===== config.mk =====
export PLATFORM = sky130hd
export DESIGN_NAME = vgp_cfg
export DESIGN_NICKNAME = d
export VERILOG_FILES = /design/src/rtl/core/vgp_pkg.sv /design/src/rtl/core/vgp_recip_div.sv /design/src/rtl/core/vgp_cfg.sv
export SDC_FILE = /design/constraint.sdc
export NUM_CORES = 1
export LEC_CHECK = 0
export ABC_AREA = 1
export BUFFER_PORTS_ARGS = -buffer_cell sky130_fd_sc_hd__buf_2
export CAP_MARGIN = 15
export CORE_MARGIN = 5
export CORE_UTILIZATION = 59
export CTS_BUF_LIST = sky130_fd_sc_hd__clkbuf_4
export CTS_CLUSTER_DIAMETER = 150
export DETAILED_ROUTE_END_ITERATION = 10
export PLACE_DENSITY = 0.83
export SYNTH_ARGS = -nofsm -noshare
export SYNTH_HDL_FRONTEND = slang
export SYNTH_HIERARCHICAL = 1
export SYNTH_SLANG_ARGS = --single-unit

===== constraint.sdc =====
create_clock -name clk -period 2.8 [get_ports clk]
set_input_delay 0.56 -clock clk [delete_from_list [all_inputs] [get_ports clk]]
set_output_delay 0.56 -clock clk [all_outputs]
set_load 0.01 [all_outputs]

===== src/rtl/core/vgp_pkg.sv =====
// Shared constants, types and register codes for the vignette and grain pixel post stage.
// No dependencies; every other file in rtl/core refers to this package by scoped name.
package vgp_pkg;

	localparam int MAX_DIM      = 4096;
	localparam int CHANNEL_BITS = 12;
	localparam int DIM_W        = 13;
	localparam int RECIP_W      = 25;
	localparam int DIV_STEPS    = RECIP_W;
	localparam int SQ_STAGES    = 9;
	localparam int SQ_STEPS     = 2;
	localparam int RAD_W        = 36;
	localparam int ROOT_W       = 18;

	localparam logic [12:0] DIM_MAX    = 13'(MAX_DIM);
	localparam logic [11:0] CH_FULL    = 12'((1 << CHANNEL_BITS) - 1);
	localparam logic [28:0] CH_RECIP   = 29'((64'd1 << 40) / 64'(CH_FULL));
	localparam logic [16:0] Q16_ONE    = 17'd65536;
	localparam logic [17:0] COORD_SAT  = 18'd131072;
	localparam logic [15:0] ELLIPSE_K  = 16'd51118;
	localparam logic [17:0] EDGE_LO    = 18'd22938;
	localparam logic [17:0] EDGE_HI    = 18'd95027;
	localparam logic [16:0] SPAN       = 17'd72089;
	localparam logic [31:0] SPAN_RECIP = 32'((64'd1 << 48) / 64'd72089);

	localparam logic [31:0] HASH_KX    = 32'd73856093;
	localparam logic [31:0] HASH_KY    = 32'd19349663;
	localparam logic [31:0] HASH_KS    = 32'd83492791;
	localparam logic [31:0] HASH_KM    = 32'd1274126177;
	localparam logic [31:0] NOISE_SEED = 32'd1337;
	localparam logic [31:0] NOISE_MIX  = 32'(64'(NOISE_SEED) * 64'(HASH_KS));
	localparam logic [23:0] NOISE_FULL = 24'hFFFFFF;

	localparam logic [7:0]  STRENGTH_RST = 8'd115;
	localparam logic [7:0]  GRAIN_RST    = 8'd13;
	localparam logic [12:0] WIDTH_RST    = 13'd1920;
	localparam logic [12:0] HEIGHT_RST   = 13'd1080;
	localparam logic [24:0] RECIP_NUM    = 25'(64'd1 << 24);
	localparam logic [24:0] RECIP_X_RST  =
		25'(((64'd1 << 24) + 64'(WIDTH_RST) / 2) / 64'(WIDTH_RST));
	localparam logic [24:0] RECIP_Y_RST  =
		25'(((64'd1 << 24) + 64'(HEIGHT_RST) / 2) / 64'(HEIGHT_RST));

	typedef enum logic [1:0] {
		REG_STRENGTH = 2'd0,
		REG_GRAIN    = 2'd1,
		REG_WIDTH    = 2'd2,
		REG_HEIGHT   = 2'd3
	} reg_idx_t;

	typedef struct packed {
		logic [7:0]  strength;
		logic [7:0]  grain;
		logic [12:0] dim_x;
		logic [12:0] dim_y;
		logic [24:0] recip_x;
		logic [24:0] recip_y;
		logic        busy;
	} vgp_cfg_t;

	typedef struct packed {
		logic [16:0]        q_r;
		logic [16:0]        q_g;
		logic [16:0]        q_b;
		logic signed [16:0] noise;
	} vgp_side_t;

endpackage


===== src/rtl/core/vgp_recip_div.sv =====
// Bit-serial restoring divider: round(2^24 / dim) for a frame dimension, one bit per cycle.
// Depends on vgp_pkg.
module vgp_recip_div (
	input  logic        clk,
	input  logic        arst_n,
	input  logic        start,
	input  logic [12:0] den,
	output logic        busy,
	output logic        done,
	output logic [24:0] quo
);

	logic [24:0] acc_q;
	logic [12:0] rem_q;
	logic [4:0]  cnt_q;
	logic        busy_q;
	logic        done_q;
	logic [13:0] trial;
	logic        ge;

	assign trial = {rem_q, acc_q[24]};
	assign ge    = trial >= {1'b0, den};

	always_ff @(posedge clk or negedge arst_n) begin
		if (!arst_n) begin
			busy_q <= 1'b0;
			done_q <= 1'b0;
			cnt_q  <= '0;
		end else begin
			done_q <= 1'b0;
			if (start) begin
				busy_q <= 1'b1;
				cnt_q  <= '0;
			end else if (busy_q) begin
				cnt_q <= cnt_q + 5'd1;
				if (cnt_q == 5'(vgp_pkg::DIV_STEPS - 1)) begin
					busy_q <= 1'b0;
					done_q <= 1'b1;
				end
			end
		end
	end

	always_ff @(posedge clk) begin
		if (start) begin
			acc_q <= vgp_pkg::RECIP_NUM + 25'(den >> 1);
			rem_q <= '0;
		end else if (busy_q) begin
			rem_q <= ge ? 13'(trial - {1'b0, den}) : trial[12:0];
			acc_q <= {acc_q[23:0], ge};
		end
	end

	assign busy = busy_q;
	assign done = done_q;
	assign quo  = acc_q;

endmodule


===== src/rtl/core/vgp_cfg.sv =====
// Register file behind the APB port, with frame size clamping and reciprocal updates.
// Depends on vgp_pkg and vgp_recip_div.
module vgp_cfg (
	input  logic              clk,
	input  logic              arst_n,
	input  logic              psel,
	input  logic              penable,
	input  logic              pwrite,
	input  logic [3:0]        paddr,
	input  logic [31:0]       pwdata,
	output logic [31:0]       prdata,
	output logic              pready,
	output vgp_pkg::vgp_cfg_t cfg
);

	logic [7:0]  strength_q;
	logic [7:0]  grain_q;
	logic [12:0] width_q;
	logic [12:0] height_q;
	logic [24:0] recip_x_q;
	logic [24:0] recip_y_q;
	logic        wr;
	vgp_pkg::reg_idx_t idx;
	logic        start_x, start_y;
	logic [12:0] dim_x, dim_y, wdim, den_x, den_y;
	logic        busy_x, busy_y, done_x, done_y;
	logic [24:0] quo_x, quo_y;

	function automatic logic [12:0] clamp_dim(input logic [12:0] d);
		logic [12:0] r;
		r = d;
		if (d == 13'd0) r = 13'd1;
		else if (d > vgp_pkg::DIM_MAX) r = vgp_pkg::DIM_MAX;
		return r;
	endfunction

	assign wr      = psel & penable & pwrite;
	assign idx     = vgp_pkg::reg_idx_t'(paddr[3:2]);
	assign start_x = wr && (idx == vgp_pkg::REG_WIDTH);
	assign start_y = wr && (idx == vgp_pkg::REG_HEIGHT);
	assign dim_x   = clamp_dim(width_q);
	assign dim_y   = clamp_dim(height_q);
	assign wdim    = clamp_dim(pwdata[12:0]);
	assign den_x   = start_x ? wdim : dim_x;
	assign den_y   = start_y ? wdim : dim_y;
	assign pready  = 1'b1;

	always_ff @(posedge clk or negedge arst_n) begin
		if (!arst_n) begin
			strength_q <= vgp_pkg::STRENGTH_RST;
			grain_q    <= vgp_pkg::GRAIN_RST;
			width_q    <= vgp_pkg::WIDTH_RST;
			height_q   <= vgp_pkg::HEIGHT_RST;
			recip_x_q  <= vgp_pkg::RECIP_X_RST;
			recip_y_q  <= vgp_pkg::RECIP_Y_RST;
		end else begin
			if (wr) begin
				case (idx)
					vgp_pkg::REG_STRENGTH: strength_q <= pwdata[7:0];
					vgp_pkg::REG_GRAIN:    grain_q    <= pwdata[7:0];
					vgp_pkg::REG_WIDTH:    width_q    <= pwdata[12:0];
					vgp_pkg::REG_HEIGHT:   height_q   <= pwdata[12:0];
					default: ;
				endcase
			end
			if (done_x) recip_x_q <= quo_x;
			if (done_y) recip_y_q <= quo_y;
		end
	end

	always_comb begin
		case (idx)
			vgp_pkg::REG_STRENGTH: prdata = {24'd0, strength_q};
			vgp_pkg::REG_GRAIN:    prdata = {24'd0, grain_q};
			vgp_pkg::REG_WIDTH:    prdata = {19'd0, width_q};
			vgp_pkg::REG_HEIGHT:   prdata = {19'd0, height_q};
			default:               prdata = '0;
		endcase
	end

	vgp_recip_div u_div_x (
		.clk    (clk),
		.arst_n (arst_n),
		.start  (start_x),
		.den    (den_x),
		.busy   (busy_x),
		.done   (done_x),
		.quo    (quo_x)
	);

	vgp_recip_div u_div_y (
		.clk    (clk),
		.arst_n (arst_n),
		.start  (start_y),
		.den    (den_y),
		.busy   (busy_y),
		.done   (done_y),
		.quo    (quo_y)
	);

	assign cfg.strength = strength_q;
	assign cfg.grain    = grain_q;
	assign cfg.dim_x    = dim_x;
	assign cfg.dim_y    = dim_y;
	assign cfg.recip_x  = recip_x_q;
	assign cfg.recip_y  = recip_y_q;
	assign cfg.busy     = busy_x | busy_y | done_x | done_y;

endmodule


# ---- After elaboration in Yosys (flattened, before gate mapping)
# Index checks and enable logic that the tools add are counted.
dict set report totals {
  regBits 182
  in_bits 41
  out_inout_bits 126
  elab_cells 80
}
dict set report classes {
  add_sub_neg 6
  order_cmp 5
  eq_ne 5
  mux 31
  bitwise 5
  reduce_logical 12
}
# operator n
set ops {}
lappend ops {{$mux 13} 10}
lappend ops {{$pmux 32 s4} 1}
lappend ops {{$mux 25} 4}
lappend ops {{$add 25x12->25 const A} 2}
lappend ops {{$gt 13x13->1 const B} 3}
lappend ops {{$logic_not 13->1} 3}
lappend ops {{$ge 14x13->1} 2}
lappend ops {{$sub 13x13->13} 2}
lappend ops {{$mux 5} 4}
lappend ops {{$mux 1} 12}
lappend ops {{$add 5x1->5 const B} 2}
lappend ops {{$eq 5x5->1 const B} 2}
lappend ops {{$reduce_and 2->1} 4}
lappend ops {{$eq 2x2->1 const B} 2}
lappend ops {{$reduce_bool 2->1} 2}
lappend ops {{$or 1x1->1} 3}
lappend ops {{$and 1x1->1} 2}
lappend ops {{$eq 2x1->1 const B} 1}
lappend ops {{$logic_and 1x1->1} 2}
lappend ops {{$logic_not 2->1} 1}

# ---- Logic depth before layout (Yosys ltp)
dict set report logic_depth {
  ltp_word 7
  mapped_depth 20
  depth_no_buf 19
}

# ---- Modules after synthesis
# Netlist, hierarchy kept.
# mod instances cells_each area_each_um2 seq_area_each_um2
set by_module_without_submodules {}
lappend by_module_without_submodules {vgp_cfg 1 517 4679.5 2338.5}
lappend by_module_without_submodules {{vgp_recip_div at u_div_y} 1 385 2937.8 1186.1}
lappend by_module_without_submodules {{vgp_recip_div at u_div_x} 1 381 2907.8 1186.1}

# ---- Worst setup path after synthesis
# No wires, ideal clock.
dict set report synth_path {
  path_type {input -> register}
  start {in pwrite}
  end {reg u_div_x.acc_q[0], in the netlist u_div_x/quo[0] (data pin)}
  setup_ns 0.260
  t_arrival_ns 2.544
  t_required_ns 2.540
  setup_slack_ns -0.005
  cell_stages 17
  path_buffers 3
  path_cell_list {nand3_1 nor2_4 buf_6 buf_8 nand3_1 nand2_1 inv_1 ha_1 nand2_1 nand2_1 nand2_1 nand3_2 nand2_2 nand3_4 buf_12 nand2_1 o21ai_0}
}
dict set report synth_via {
  elab_chain_cells 6
  elab_cells_between_ends 7
  classes_between {add/sub (1); order compare (1); mux (3); bitwise (1); reduce/logical (1)}
}
# element line_no
set synth_rtl {}
lappend synth_rtl {{start: declaration} vgp_cfg.sv:8} ;# input logic pwrite,
lappend synth_rtl {{$and 1x1->1} vgp_cfg.sv:37} ;# assign wr = psel & penable & pwrite;
lappend synth_rtl {{$logic_and 1x1->1} vgp_cfg.sv:39} ;# assign start_x = wr && (idx == vgp_pkg::REG_WIDTH);
lappend synth_rtl {{named net start_x} vgp_cfg.sv:24} ;# logic start_x, start_y;
lappend synth_rtl {{$mux 13} vgp_cfg.sv:44} ;# assign den_x = start_x ? wdim : dim_x;
lappend synth_rtl {{named net den_x[3]} vgp_cfg.sv:25} ;# logic [12:0] dim_x, dim_y, wdim, den_x, den_y;
lappend synth_rtl {{$ge 14x13->1} vgp_recip_div.sv:22} ;# assign ge = trial >= {1'b0, den};
lappend synth_rtl {{$mux 25} vgp_recip_div.sv:48} ;# end else if (busy_q) begin
lappend synth_rtl {{$mux 25} vgp_recip_div.sv:45} ;# if (start) begin
lappend synth_rtl {{end signal: assignment} vgp_recip_div.sv:46} ;# acc_q <= vgp_pkg::RECIP_NUM + 25'(den >> 1);
lappend synth_rtl {{end signal: assignment} vgp_recip_div.sv:50} ;# acc_q <= {acc_q[23:0], ge};
lappend synth_rtl {{end: declaration} vgp_recip_div.sv:13} ;# logic [24:0] acc_q;
# The timed path passes the listed nets, and every way through them passes these cells. The select of a mux whose other input is x is not followed.
# A chain may end at the register's enable or synchronous reset.

==> run metrics <==
endpoint class of the critical path output port; via count of the routed design 9349; Multi-input gate area 4674 um^2; Final Power 0.01474 W; Initial Utilization 0.6043; Post-Synthesis Cells 1283; largest net degree at the start of global routing 44; global placement routability congestion 0.9546; Slew Viols, Final 0; sequential cell area 4711 um^2; most area-consuming cells after synthesis dfrtp_1, edfxtp_1, nand2_1; wire length on met1 11220 um; ys async rst share 0.5824; Final Skew 0.02343 ns; post-synthesis sequential area ratio 0.4476; clk buf depth 2; fillers 1313; DR WL met2 12790 um; Hold WS 0.3242 ns; HPWL after DPL 20150 um; syn_area_per_cell 8.204 um^2; register bit total from synthesis 182; Synth cell types 44; reg-to-reg setup timing slack 0.14 ns; RSZ-0062 raised after global routing true; Site Rows 48; Root Driver clkbuf_4; setup tns final 0 ns; critical setup path kind reg2out; WL per Instance 15.16 um; leakage dissipation 6.545 nW; Hold Path Origin pwdata[11]; io pins 167; Net Sw Power 0.006386 W; CTS buffer count 17; total track usage 0.2609; First DRT Iteration DRCs 805; Post-synth EDFFs 50; Final period util 0.9762; first-pass GRT wire length 42720 um; transition time of the tightest slew-check pin 1.169 ns; Final Critical Period 2.733 ns; ys flop type dfrtp_1; Worst Hold Path EP width_q[11]$_DFFE_PN0N_; CP Max Fanout 11; core area 17420 um^2; clock sinks 182; cell taking the most area after synthesis dfrtp_1; crit path DAT 2.17 ns; outcome finished, final reports clean; worst-skew pair later-pin latency 0.59 ns; final WL 26780 um; CTS tree done; synthesis-to-finish area growth 19.52%; share of power burned in registers 0.338; max_slew headroom 0.2181; top sig layer met4; Worst Reg-to-Reg Cells 19; met3 routed WL 1978 um; first-pass detailed-route iteration total 8; Post-Syn Area 10530 um^2; pwr dens 1172 nW/um^2; pre-CTS setup slack -0.2767 ns; Setup Viol. Count Final 0; Die Ht 143.6 um; Switching Share 0.4332; Residual DRC 0; Peak VDD IR 608.4 uV; Combinational Power Share 0.552; Via density 5.294; RR Startpoint width_q[5]$_DFFE_PN0N_; Pint 0.008358 W; most common cell after layout, fill and taps aside nand2_1; Worst R2R End u_div_x/rem_q[1]$_SDFFE_PP0P_; initial antenna violation count 1; final worst slack 0.06654 ns; Worst Hold Path Cells 4; Nets 1600; share of layout cells above drive strength 1 0.3026; die area 20610 um^2; Peak Freq 365.8 MHz; Fin. Hold Viols 0; Worst Path Required 2.24 ns; total gr overflow 0; vias in the first global route 8939; clock network power share 0.110; CTS H-tree depth 4; CP startpoint kind flip-flop; Port Buf Inserts 125; worst hold path type in2reg; Ys Warns 6; DRT antenna net count 0; post-synth top area share 0.1831; clock slew at reported path FFs 0.15 ns; most frequent cells in the layout nand2_1, inv_1, buf_4; final core occ 0.7223; Max-Cap Viols 0; die width 143.6 um
-- repair_timing --
item,in CTS,in global routing
setup buffers,0,1
hold buffers,1,0
cloned,0,1
resized for setup,1,14
setup endpoints to repair,9,28
pin swaps,0,3
endpoints found under the hold margin,29,0
-- how the worst max path moves through the flow --
stage | from | end | slack, ns | cells after the start
after CTS | width_q[2]$_DFFE_PN0N_ | u_div_x/rem_q[1]$_SDFFE_PP0P_ | 0.01 | 19
after global placement | pwdata[2] | u_div_y/rem_q[8]$_SDFFE_PP0P_ | -0.16 | 21
after global routing | height_q[0]$_DFFE_PN0N_ | cfg[54] | -0.06 | 9
after floorplan | paddr[2] | u_div_x/quo[0]$_DFFE_PP_ | 0.05 | 18
final | height_q[0]$_DFFE_PN0N_ | cfg[54] | 0.07 | 9
after detailed placement | pwdata[2] | u_div_x/rem_q[1]$_SDFFE_PP0P_ | -0.28 | 21
-- cells by family after synthesis --
family / after synthesis / share of synthesized area
xor gates and xnor gates: 10 / 0.008321
DFF: 182 / 0.4476
AOI/OAI and AO/OA: 112 / 0.05885
adders and majority gates: 32 / 0.03947
muxes: 50 / 0.05350
other: 2 / 0.0007135
and+or+nand+nor: 625 / 0.2702
buffers and inverters: 270 / 0.1214
-- cells in the mapped netlist (6+ instances only) --
cell type	instances
dfxtp_1	26
o21ai_0	77
nand2_2	23
edfxtp_1	50
o22ai_1	6
a21oi_1	17
nand4_1	34
mux2_2	50
nor3_1	6
buf_4	25
nand2_1	331
clkbuf_1	14
nand3_2	15
nand3_1	87
xnor2_1	6
o2111ai_1	7
nor2_2	10
buf_2	11
dfstp_2	29
clkbuf_8	6
nor2_1	104
inv_1	196
ha_1	30
inv_2	6
dfrtp_1	77
-- worst max-delay path, cell delays in order (launching register included) --
cell and delay [ns]:
dfrtp_1 0.41, inv_1 0.12, nand3_1 0.09, nor2_1 0.11, nand2_1 0.10, nand2_4 0.13, buf_4 0.16, clkinvlp_2 0.16
nor2_1 0.17, buf_2 0.16
-- stage by stage --
step / instance area (um^2) / cells
CTS: 12490 / 1763
floorplan: 10600 / 1301
global placement: 12150 / 1730
global route: 12580 / 1766
detailed placement: 12150 / 1730
finish: 12580 / 1766
-- flip-flops by register name, indices dropped and copies added (netlist names) --
signal	cells
recip_y_q	25
height_q	13
u_div_y/busy	1
u_div_y/done	1
u_div_y/rem_q	13
u_div_x/cnt_q	5
width_q	13
grain_q	8
u_div_x/busy	1
u_div_y/quo	25
u_div_x/quo	25
u_div_y/cnt_q	5
u_div_x/rem_q	13
recip_x_q	25
u_div_x/done	1
strength_q	8
-- cell type report --
class                      count  area share
antenna                        1   0.0001989
clock buffer                  17     0.01015
clock inverter                15     0.01631
inverter                     204     0.06137
multi-input combinational    849      0.3716
sequential                   182      0.3745
tap                          225     0.02238
timing repair buffer         272      0.1431
timing repair inverter         1   0.0003979
-- metal layers --
metal	vias to the layer above	global-route usage
met3	68	0.05158
met4	0	0.09167
met5	-	0
met2	373	0.4329
met1	4352	0.3430
li1	4556	-
-- power by group through the flow --
stage	Clock, W	Sequential, W	Combinational (W)
floorplan	0	0.00496	0.00507
global placement	0	0.00495	0.00764
detailed placement	0	0.00501	0.00793
CTS	0.00166	0.00496	0.00799
global route	0.00177	0.00511	0.00904
finish	0.00162	0.00499	0.00814
Note: power is estimated with default switching activity, not from simulation.
