### src/rtl/core/vgp_pkg.sv
// Shared constants, types and register codes for the vignette and grain pixel post stage.
// No dependencies; every other file in rtl/core refers to this package by scoped name.
package vgp_pkg;

	localparam int MAX_DIM      = 4096;
	localparam int CHANNEL_BITS = 12;
	localparam int DIM_W        = 13;
	localparam int RECIP_W      = 25;
	localparam int DIV_STEPS    = RECIP_W;
	localparam int SQ_STAGES    = 9;
	localparam int SQ_STEPS     = 2;
	localparam int RAD_W        = 36;
	localparam int ROOT_W       = 18;

	localparam logic [12:0] DIM_MAX    = 13'(MAX_DIM);
	localparam logic [11:0] CH_FULL    = 12'((1 << CHANNEL_BITS) - 1);
	localparam logic [28:0] CH_RECIP   = 29'((64'd1 << 40) / 64'(CH_FULL));
	localparam logic [16:0] Q16_ONE    = 17'd65536;
	localparam logic [17:0] COORD_SAT  = 18'd131072;
	localparam logic [15:0] ELLIPSE_K  = 16'd51118;
	localparam logic [17:0] EDGE_LO    = 18'd22938;
	localparam logic [17:0] EDGE_HI    = 18'd95027;
	localparam logic [16:0] SPAN       = 17'd72089;
	localparam logic [31:0] SPAN_RECIP = 32'((64'd1 << 48) / 64'd72089);

	localparam logic [31:0] HASH_KX    = 32'd73856093;
	localparam logic [31:0] HASH_KY    = 32'd19349663;
	localparam logic [31:0] HASH_KS    = 32'd83492791;
	localparam logic [31:0] HASH_KM    = 32'd1274126177;
	localparam logic [31:0] NOISE_SEED = 32'd1337;
	localparam logic [31:0] NOISE_MIX  = 32'(64'(NOISE_SEED) * 64'(HASH_KS));
	localparam logic [23:0] NOISE_FULL = 24'hFFFFFF;

	localparam logic [7:0]  STRENGTH_RST = 8'd115;
	localparam logic [7:0]  GRAIN_RST    = 8'd13;
	localparam logic [12:0] WIDTH_RST    = 13'd1920;
	localparam logic [12:0] HEIGHT_RST   = 13'd1080;
	localparam logic [24:0] RECIP_NUM    = 25'(64'd1 << 24);
	localparam logic [24:0] RECIP_X_RST  =
		25'(((64'd1 << 24) + 64'(WIDTH_RST) / 2) / 64'(WIDTH_RST));
	localparam logic [24:0] RECIP_Y_RST  =
		25'(((64'd1 << 24) + 64'(HEIGHT_RST) / 2) / 64'(HEIGHT_RST));

	typedef enum logic [1:0] {
		REG_STRENGTH = 2'd0,
		REG_GRAIN    = 2'd1,
		REG_WIDTH    = 2'd2,
		REG_HEIGHT   = 2'd3
	} reg_idx_t;

	typedef struct packed {
		logic [7:0]  strength;
		logic [7:0]  grain;
		logic [12:0] dim_x;
		logic [12:0] dim_y;
		logic [24:0] recip_x;
		logic [24:0] recip_y;
		logic        busy;
	} vgp_cfg_t;

	typedef struct packed {
		logic [16:0]        q_r;
		logic [16:0]        q_g;
		logic [16:0]        q_b;
		logic signed [16:0] noise;
	} vgp_side_t;

endpackage

### src/rtl/core/vgp_isqrt.sv
// Pipelined integer square root, two result bits per stage, side data carried alongside.
// Depends on vgp_pkg.
module vgp_isqrt (
	input  logic               clk,
	input  logic               arst_n,
	input  logic               adv,
	input  logic               in_vld,
	input  logic [35:0]        in_val,
	input  vgp_pkg::vgp_side_t in_side,
	output logic               out_vld,
	output logic [17:0]        out_root,
	output vgp_pkg::vgp_side_t out_side
);

	localparam int N = vgp_pkg::SQ_STAGES;

	logic [35:0]        rem_s  [N];
	logic [35:0]        root_s [N];
	vgp_pkg::vgp_side_t side_s [N];
	logic [N-1:0]       vld_s;

	for (genvar k = 0; k < N; k++) begin : g_stage
		logic [35:0] v_c, r_c, v_in, r_in;

		if (k == 0) begin : g_first
			assign v_in = in_val;
			assign r_in = '0;
		end else begin : g_next
			assign v_in = rem_s[k-1];
			assign r_in = root_s[k-1];
		end

		always_comb begin
			v_c = v_in;
			r_c = r_in;
			for (int j = 0; j < vgp_pkg::SQ_STEPS; j++) begin
				if (v_c >= r_c + (36'd1 << (34 - 2 * (vgp_pkg::SQ_STEPS * k + j)))) begin
					v_c = v_c - (r_c + (36'd1 << (34 - 2 * (vgp_pkg::SQ_STEPS * k + j))));
					r_c = (r_c >> 1) + (36'd1 << (34 - 2 * (vgp_pkg::SQ_STEPS * k + j)));
				end else begin
					r_c = r_c >> 1;
				end
			end
		end

		always_ff @(posedge clk) begin
			if (adv) begin
				rem_s[k]  <= v_c;
				root_s[k] <= r_c;
				side_s[k] <= (k == 0) ? in_side : side_s[(k == 0) ? 0 : k - 1];
			end
		end
	end

	always_ff @(posedge clk or negedge arst_n) begin
		if (!arst_n) begin
			vld_s <= '0;
		end else if (adv) begin
			vld_s <= {vld_s[N-2:0], in_vld};
		end
	end

	assign out_vld  = vld_s[N-1];
	assign out_root = root_s[N-1][17:0];
	assign out_side = side_s[N-1];

endmodule

### config.mk
export PLATFORM = sky130hd
export DESIGN_NAME = vgp_isqrt
export DESIGN_NICKNAME = d
export VERILOG_FILES = /design/src/rtl/core/vgp_pkg.sv /design/src/rtl/core/vgp_isqrt.sv
export SDC_FILE = /design/constraint.sdc
export NUM_CORES = 1
export LEC_CHECK = 0
export BUFFER_PORTS_ARGS = -buffer_cell sky130_fd_sc_hd__buf_2
export CAP_MARGIN = 20
export CORE_UTILIZATION = 67
export DETAILED_ROUTE_END_ITERATION = 7
export HOLD_SLACK_MARGIN = 0.06
export PLACE_DENSITY_LB_ADDON = 0.2
export SYNTH_ARGS = -nofsm -noshare
export SYNTH_HDL_FRONTEND = slang
export SYNTH_SLANG_ARGS = --single-unit
### constraint.sdc
create_clock -name clk -period 13.3 [get_ports clk]
set_clock_uncertainty 0.15 [all_clocks]
set_input_delay 1.33 -clock clk [delete_from_list [all_inputs] [get_ports clk]]
set_output_delay 1.33 -clock clk [all_outputs]
set_load 0.01 [all_outputs]
Word level (Yosys, flattened, before mapping)
Memories as Yosys holds them, arrays and structs flattened.
Cells that the tools add are included.
{"block": "word_totals", "elab_cells": 112, "mem_bits_rw": 1260, "input_bits": 108, "output_inout_bits": 87, "regBits": 9, "n_memories": 3}
{"block": "classes", "muxes": 38, "order_cmp": 18, "addsub": 52}
{"name": "side_s", "words": 9, "word_bits": 68, "rd": 9, "rd_clocked_by_memory_dff": 0, "wr": 9, "line": "vgp_isqrt.sv:19", "text": "vgp_pkg::vgp_side_t side_s [N];"}
{"name": "rem_s", "words": 9, "word_bits": 36, "rd": 8, "rd_clocked_by_memory_dff": 0, "wr": 9, "line": "vgp_isqrt.sv:17", "text": "logic [35:0] rem_s [N];"}
{"name": "root_s", "words": 9, "word_bits": 36, "rd": 9, "rd_clocked_by_memory_dff": 0, "wr": 9, "line": "vgp_isqrt.sv:18", "text": "logic [35:0] root_s [N];"}
{"op": "$mux W36", "n": 35}
{"op": "$ge A36 B36 Y1", "n": 17}
{"op": "$sub A36 B36 Y36", "n": 17}
{"op": "$add A35 B1 Y36 const B", "n": 1}
{"op": "$add A35 B11 Y36 const B", "n": 1}
{"op": "$add A35 B13 Y36 const B", "n": 1}
{"op": "$add A35 B15 Y36 const B", "n": 1}
{"op": "$add A35 B17 Y36 const B", "n": 1}
{"op": "$add A35 B19 Y36 const B", "n": 1}
{"op": "$add A35 B21 Y36 const B", "n": 1}
{"op": "$add A35 B23 Y36 const B", "n": 1}
{"op": "$add A35 B25 Y36 const B", "n": 1}
{"op": "$add A35 B27 Y36 const B", "n": 1}
{"op": "$add A35 B29 Y36 const B", "n": 1}
{"op": "$add A35 B3 Y36 const B", "n": 1}
{"op": "$add A35 B31 Y36 const B", "n": 1}
{"op": "$add A35 B33 Y36 const B", "n": 1}
{"op": "$add A35 B5 Y36 const B", "n": 1}
{"op": "$add A35 B7 Y36 const B", "n": 1}
{"op": "$add A35 B9 Y36 const B", "n": 1}
{"op": "$add A36 B1 Y36 const B", "n": 1}
{"op": "$add A36 B11 Y36 const B", "n": 1}
{"op": "$add A36 B13 Y36 const B", "n": 1}
{"op": "$add A36 B15 Y36 const B", "n": 1}
{"op": "other kinds (17)", "n": 18}

Depth between registers and ports, before layout
Gate-level depths: netlist of run 1.
An unclocked memory read counts as a cell.
{"block": "logic_depth", "depth_word": 7, "depth_mapped": 26, "ltp_nobuf": 23}

Least setup slack after synthesis of run 1
No wires, ideal clock.
{"block": "synth_path", "kind": "reg2reg", "start": "memory rem_s[6][21] (netlist: rem_s[0][237])", "end": "memory rem_s[7][33] (netlist: rem_s[0][285]) (data pin)", "t_arrival_ns": 4.899, "slack_ns": 7.988, "setup_ns": 0.264, "required_time_ns": 12.886, "n_path_buf": 5, "path_stages_with_launch": 23, "synth_period_minus_slack_ns": 5.312, "path_cell_list": "edfxtp_1 -> ha_1 -> clkbuf_1 -> nand2_1 -> nor4_4 -> o21ai_1 -> nand4_4 -> clkbuf_1 -> clkbuf_1 -> a21oi_1 -> ha_1 -> clkbuf_1 -> nand4_1 -> a2111oi_0 -> nand4_1 -> nand2_1 -> o21ai_0 -> a21boi_0 -> nor2_1 -> or2_2 -> buf_1 -> and4b_1 -> xnor2_1"}
{"element": "start, declared", "line": "vgp_isqrt.sv:17"}

==> results of run 1 <==
[path summary, 6_finish.rpt]
| check | depth (start not counted) | slack [ns] | startpoint | end |
|---|---|---|---|---|
| setup / recovery | 20 | 6.01 | root_s[5][14] | rem_s[0][235] |
| hold / removal | 0 | 0.25 | side_s[0][403] | side_s[0][471] |
| setup reg to reg | 20 | 6.01 | root_s[5][14] | rem_s[0][235] |
| hold reg to reg | 0 | 0.25 | side_s[0][403] | side_s[0][471] |
| max in group asynchronous | 1 | 12.46 | arst_n | vld_s[2] |
| min in group asynchronous | 1 | 0.37 | arst_n | vld_s[0] |
[flip-flops by register name, summed over array words and instances, names as in the netlist]
name and cells:
vld_s 9, side_s 612, root_s 90, rem_s 288
[worst max-delay path: stages (launching register included)]
cell	delay [ns]
edfxtp_1	0.47
inv_1	0.12
ha_1	0.41
a21o_1	0.22
a21oi_1	0.35
nand3_1	0.29
nand3b_1	0.45
nand2_2	0.38
inv_2	0.41
nand2_1	0.12
nand2_1	0.12
ha_1	0.26
nand3_1	0.12
nor2_1	0.19
nand2_1	0.17
nor4b_1	0.98
o21ai_0	0.32
nor4b_1	0.24
and2_1	0.41
inv_2	0.40
mux2_2	0.42
[per-layer routing]
layer | vias to the layer above | global-route usage | share of wire
li1 | 12300 | - | -
met4 | 0 | 0.181 | 0.065
met3 | 451 | 0.0505 | 0.068
met1 | 13300 | 0.351 | 0.35
met5 | - | 0.000712 | 0
met2 | 1561 | 0.575 | 0.52
[area by class of cell]
type	instances	area, um2
flip-flops and latches	999	30000
fillers	3717	16500
multi-input cells	1882	13300
clock buffers	113	2470
repair buffers	210	1160
well taps	864	1080
clock inverters	65	736
inverters	168	631
diodes	2	5.00
[power by group]
part           leakage (nW)  switching [W]  internal, W
sequential             9.71       0.000259      0.00395
clock                  1.54        0.00126      0.00153
combinational          7.43        0.00161      0.00110
[cells in the mapped netlist, drive strengths merged, types with 7 or more instances]
master	instances
a2111oi	11
a211o	11
a211oi	11
a21boi	11
a21o	81
a21oi	178
a31o	8
a31oi	16
and2	14
and3	17
and4	8
buf	86
clkbuf	38
dfrtp	9
edfxtp	990
ha	195
inv	166
mux2	44
mux2i	18
nand2	179
nand2b	28
nand3	64
nand3b	7
nand4	56
nand4b	9
nor2	201
nor2b	30
nor3	60
nor3b	12
nor4	74
nor4b	9
o211ai	11
o21a	31
o21ai	86
o21bai	20
o31a	7
o31ai	17
o41ai	11
or2	16
or3	20
or4	14
xnor2	154
xor2	82
[metrics by stage]
stage                      util  cells
final                     0.750   4303
after global routing      0.750   4302
after CTS                 0.749   4300
after detailed placement  0.700   4122
after global placement    0.700   4120
after floorplan               -   3173
[kinds of logic after synthesis]
family                   count (synthesis)
adder cells (fa/ha/maj)                195
multiplexers                            62
buffers and inverters                  292
AND/OR/NAND/NOR                        830
flip-flops                             999
AO/OA/AOI/OAI                          559
XOR/XNOR                               236
==> results.yml, run 1 <==
sta:
  final.period_utilization: 0.548
  worst_slew_pin_slew_ns: 1.12
  holdWs_ns: 0.255
  fmax_mhz: 137
  postLayoutSetupSlackWorst_ns: 6.01
  hold_viol_final: 0
  period_minus_slack_ns: 7.29
  finalSetupViolations: 0
  timing.slew.headroom: 0.242
  finalSetupTns_ns: 0
  rsz0062_at_grt: "no"
  final_slew_viol_count: 0
cells_and_area:
  cell_area_after_layout_um2: 49300
  drive_above_1_share: 0.132
  design.final.nets: 3660
  area_growth_syn_to_layout_pct: 10.5
  mostFrequentLayoutCell: "edfxtp_1"
  final_cell_mix: "990 x edfxtp_1, 200 x nor2_1, 195 x ha_1"
cts:
  h-tree-depth: 3
  cts.root.buffer_cell: "clkbuf_16"
  clock_tree.buffer_depth: 3
  clk_lat_worst_skew_ns: 0.69
  clock_sinks: 999
  clkSlewWorstSetupHoldPaths_ns: 0.07
  postCtsSetupRepairBufs: 0
  cts_made_buffers: 96
  cts_tree: "built"
  cts-resized-gates: 0
  cts.hold.buffers_added: 0
detailed_routing:
  drtIter0Drc: 2868
  drt_drc_violations_left: 1
  vias: 27600
  drt-total-wl_um: 108000
  drt_pre_antenna_iters: 8
  antenna_violating_nets_left: 0
  vias_per_cell: 6.42
  wire_per_inst_um: 25.0
global_route:
  pin_count_of_the_biggest_net_entering_global_routing: 208
  gr-usage-all-layers: 0.316
  grt_antenna_before_repair: 1
  globalRoute.totalOverflow: 0
  grt_pass1_vias: 28000
  grt_pass1_wl_um: 161000
status:
  outcome: "finished, violations left"
  violations: "DRC"
placement:
  place_area_um2: 46000
  globalplace.congestion: 0.981
  dp.final_hpwl_um: 67300
  buffer_ports.inserted: 194
  place_ws_ns: 6.62
die:
  die-width_um: 260
  die_footprint_um2: 67600
  core_area_um2: 65700
  ios: 195
  row_count: 94
  fp.dieH_um: 260
  start_util: 0.678
logic_synthesis:
  synth_compound_gate_area_share: 0.0831
  post_synth_mux_area_share: 0.0158
  main_combinational_cell_family_by_area_after_synthesis: "simple AND/OR/NAND/NOR gates"
  netlist.area_leader.share: 0.667
  post_synth.cell_area_avg_um2: 14.1
  synth_flop_cell: "edfxtp_1"
  post-synth-top-area-cell: "edfxtp_1"
  post_synth_and_or_nand_nor_area_fraction: 0.0969
  synth_xor_xnor_area_share: 0.0465
  synth_area_um2: 44600
  synth-async-reset-ratio: 0.00901
  synth-seq-cells: 999
  adder_cell_share_of_the_synthesized_area: 0.0547
  ys.warnings.count: 0
  synth.distinct_cells: 94
  seq_area_frac_synth: 0.672
  synth.net_count: 3476
  synthCells: 3173
  synth_edf_count: 990
  synthTopCellsByArea: "edfxtp_1 67%, ha_1 5.5%, xnor2_1 3.0%"
critical_path:
  end_kind: "flop"
  worstPathArrival_ns: 7.54
  critPathLaunchType: "flop"
  wp_data_required_ns: 13.55
  crit_fanout: 19
  timing.setup.critical_path_class: "flop to flop"
pwr:
  worst_supply_voltage_drop_on_vdd_mv: 0.143
  design_power_total_w: 0.00971
  pd_cells_nw_per_um2: 197
  power.static_leakage_nw: 18.7
flow_run:
  timing.max_cap.violations: 0
worst_hold_path:
  min-delay-path-class: "flop to flop"
Power figures use the tool's default switching activity.
==> run 2: changes to the inputs <==
- ABC_AREA: not set -> 1
- CORE_UTILIZATION: 67 -> 62
- clock period: 13.3 -> 7.4 ns (I/O delays scaled with it)
==> run 2 against run 1 <==
The flow now finishes without violations; first-iteration DRC count fell by 3.6%; routed wire length rose by 7.3%; register-to-register slack got worse by 3.9 ns; utilization down 5.8 points; critical path depth fell by 1; largest power group unchanged.
==> results.yml, run 2 <==
status:
  outcome: "complete, no violations"
cts:
  clkSlewWorstSetupHoldPaths_ns: 0.07
  h-tree-depth: 3
  cts_tree: "built"
  postCtsSetupRepairBufs: 0
  cts.root.buffer_cell: "clkbuf_16"
  cts.hold.buffers_added: 31
  cts-resized-gates: 0
  clock_sinks: 999
  clock_tree.buffer_depth: 3
  clk_lat_worst_skew_ns: 0.68
  cts_made_buffers: 98
cells_and_area:
  reg_top3: "side_s: 612 flops, rem_s: 288 flops, root_s: 90 flops"
  antenna_cells: 0
  mostFrequentLayoutCell: "nand2_1"
  cell_area_after_layout_um2: 53500
  final.fill_count: 5674
  drive_above_1_share: 0.0993
  area_growth_syn_to_layout_pct: 10.6
  largest_register_ff_count: 612
  registers.top_by_ff_count: "side_s"
  final_cell_mix: "1,134 x nand2_1, 990 x edfxtp_1, 510 x inv_1"
  final_core_util: 0.692
  design.final.nets: 5101
pwr:
  pd_cells_nw_per_um2: 345
  power.static_leakage_nw: 22.0
  sequentialPowerShare: 0.406
  power_report.internal_total_w: 0.0117
  netSwitchingPower_w: 0.00677
  worst_supply_voltage_drop_on_vdd_mv: 0.266
  share_clk_of_total_power: 0.264
  comb_power_share: 0.330
  sw_frac_of_total: 0.366
detailed_routing:
  vias_per_cell: 5.56
  antenna_violating_nets_left: 0
  drtIter0Drc: 2766
  vias: 32900
  wire_per_inst_um: 19.5
  drt_drc_violations_left: 0
  drt-total-wl_um: 116000
  drt_pre_antenna_iters: 6
critical_path:
  crit_fanout: 33
  critical_path.cell_chain: "inv_1 > ha_1 > nand2_1 > inv_2 > nand3_1 > nand3_1 > nand2_1 > nand3_1 > nor2_2 > o21ai_0 > ha_1 > a21oi_1 > o21ai_0 > a21oi_1 > nand2_1 > nand2_2 > nand2_4 > nand2_1 > inv_1"
  wp_data_required_ns: 7.66
  critical_path.startpoint: "root_s[6][9]"
  worstPathArrival_ns: 5.53
  critPathSlowestCell: "nor2_2"
  timing.setup.critical_path_class: "flop to flop"
  critPathLaunchType: "flop"
  timing.critical_path.mode_cell: "nand2_1"
  end_kind: "flop"
  critical-path-max-stage-delay_ns: 0.67
  timing.rr.start: "root_s[6][9]"
sta:
  finalSetupTns_ns: 0
  fmax_mhz: 190
  period_minus_slack_ns: 5.27
  holdWs_ns: 0.0837
  rsz0062_at_grt: "no"
  hold_viol_final: 0
  final_slew_viol_count: 0
  finalSetupViolations: 0
  worst_slew_pin_slew_ns: 1.05
  timing.slew.headroom: 0.299
  final.period_utilization: 0.713
logic_synthesis:
  synth-seq-cells: 999
  synth-async-reset-ratio: 0.00901
  synth_most_common_cell: "nand2_1"
  synth_edf_count: 990
  post_synth.cell_area_avg_um2: 10.6
  seq_area_frac_synth: 0.619
  synthCells: 4571
  post-synth-top-area-cell: "edfxtp_1"
  synth.distinct_cells: 59
  synth_flop_cell: "edfxtp_1"
  synthTopCellsByArea: "edfxtp_1 61%, nand2_1 8.8%, ha_1 5.0%"
  synth.net_count: 4874
  synth_commonest_cells: "1,134 x nand2_1, 990 x edfxtp_1, 510 x inv_1"
  synth_area_um2: 48400
  ys.warnings.count: 0
  netlist.area_leader.share: 0.614
global_route:
  grt_pass1_wl_um: 175000
  grt_antenna_before_repair: 0
  grt_pass1_vias: 32100
  pin_count_of_the_biggest_net_entering_global_routing: 189
  gr-usage-all-layers: 0.291
  globalRoute.totalOverflow: 0
die:
  die-width_um: 281
  die_footprint_um2: 79200
  start_util: 0.626
  ios: 195
  fp.dieH_um: 281
  row_count: 102
  core_area_um2: 77300
placement:
  globalplace.congestion: 1.02
  buffer_ports.inserted: 194
  place_area_um2: 50000
  dp.final_hpwl_um: 82900
worst_hold_path:
  worstHoldStart: "in_side[19]"
  min-delay-path-class: "input pin to flop"
flow_run:
  timing.max_cap.violations: 0
==> run 2: cell count changes after synthesis, moves of 45 or more <==
cell	previous run	this run
a21o_1	81	14
nand2_1	177	1134
nor4_1	70	25
nor2_1	201	418
nand3_1	64	276
inv_1	161	510
xnor2_1	153	64
o21ai_0	83	181
==> run 2: critical path: cells and delay by family, from the launching register on <==
| family | cells | cell delay, ns |
|---|---|---|
| buffers and inverters | 3 | 0.22 |
| AOI/OAI and AO/OA | 4 | 1.28 |
| and+or+nand+nor | 10 | 2.15 |
| DFF | 1 | 0.43 |
| adders and majority gates | 2 | 0.81 |
==> run 2: area by class of cell <==
cell class,count,area [um2],share of cell area
Clock buffer,117,2520,0.0472
Sequential cell,999,30000,0.560
Multi-Input combinational cell,2931,15600,0.292
Tap cell,1040,1300,0.0243
Timing Repair Buffer,235,1460,0.0272
Inverter,533,2000,0.0374
Clock inverter,60,629,0.0118
==> run 2: cells by family (layout without fill, tap and decap cells) <==
| family | Yosys count | in the layout | synth area share |
|---|---|---|---|
| multiplexers | 1 | 1 | 0.000233 |
| AND/OR/NAND/NOR | 2120 | 2120 | 0.192 |
| flip-flops | 999 | 999 | 0.619 |
| AO/OA/AOI/OAI | 458 | 458 | 0.0519 |
| XOR/XNOR | 157 | 157 | 0.0284 |
| adder cells (fa/ha/maj) | 195 | 195 | 0.0504 |
| buffers and inverters | 641 | 945 | 0.0577 |
==> run 2: final timing paths <==
check,to,slack [ns],cells after the start
max,rem_s[0][286],2.13,19
min in group asynchronous,vld_s[3],0.30,2
min,side_s[0][19],0.08,1
max reg2reg,rem_s[0][286],2.13,19
min reg2reg,side_s[0][265],0.22,0
max in group asynchronous,vld_s[6],6.62,2
==> run 2: per-stage QoR <==
step	setup slack [ns]	instances	power (W)
2_1_floorplan	3.40	4571	0.0118
3_3_place_gp	2.15	5706	0.0135
3_5_place_dp	2.17	5706	0.0135
4_1_cts	2.16	5914	0.0184
5_1_grt	1.74	5915	0.0195
6_report	2.13	5915	0.0185
==> run 2: power groups by stage <==
stage	logic [W]	clock network, W	registers, W
2_1_floorplan	0.00440	0	0.00740
3_3_place_gp	0.00588	0	0.00757
6_report	0.00610	0.00487	0.00750
3_5_place_dp	0.00589	0	0.00759
5_1_grt	0.00679	0.00518	0.00755
4_1_cts	0.00598	0.00495	0.00749
==> run 2: routing by layer <==
layer,part of all wire,global-route usage,wire (um),vias up
li1,-,-,-,15900
met1,0.39,0.352,45500,15500
met2,0.50,0.518,58200,1198
met3,0.054,0.0371,6190,304
met4,0.049,0.135,5640,0
met5,0,0,0,-
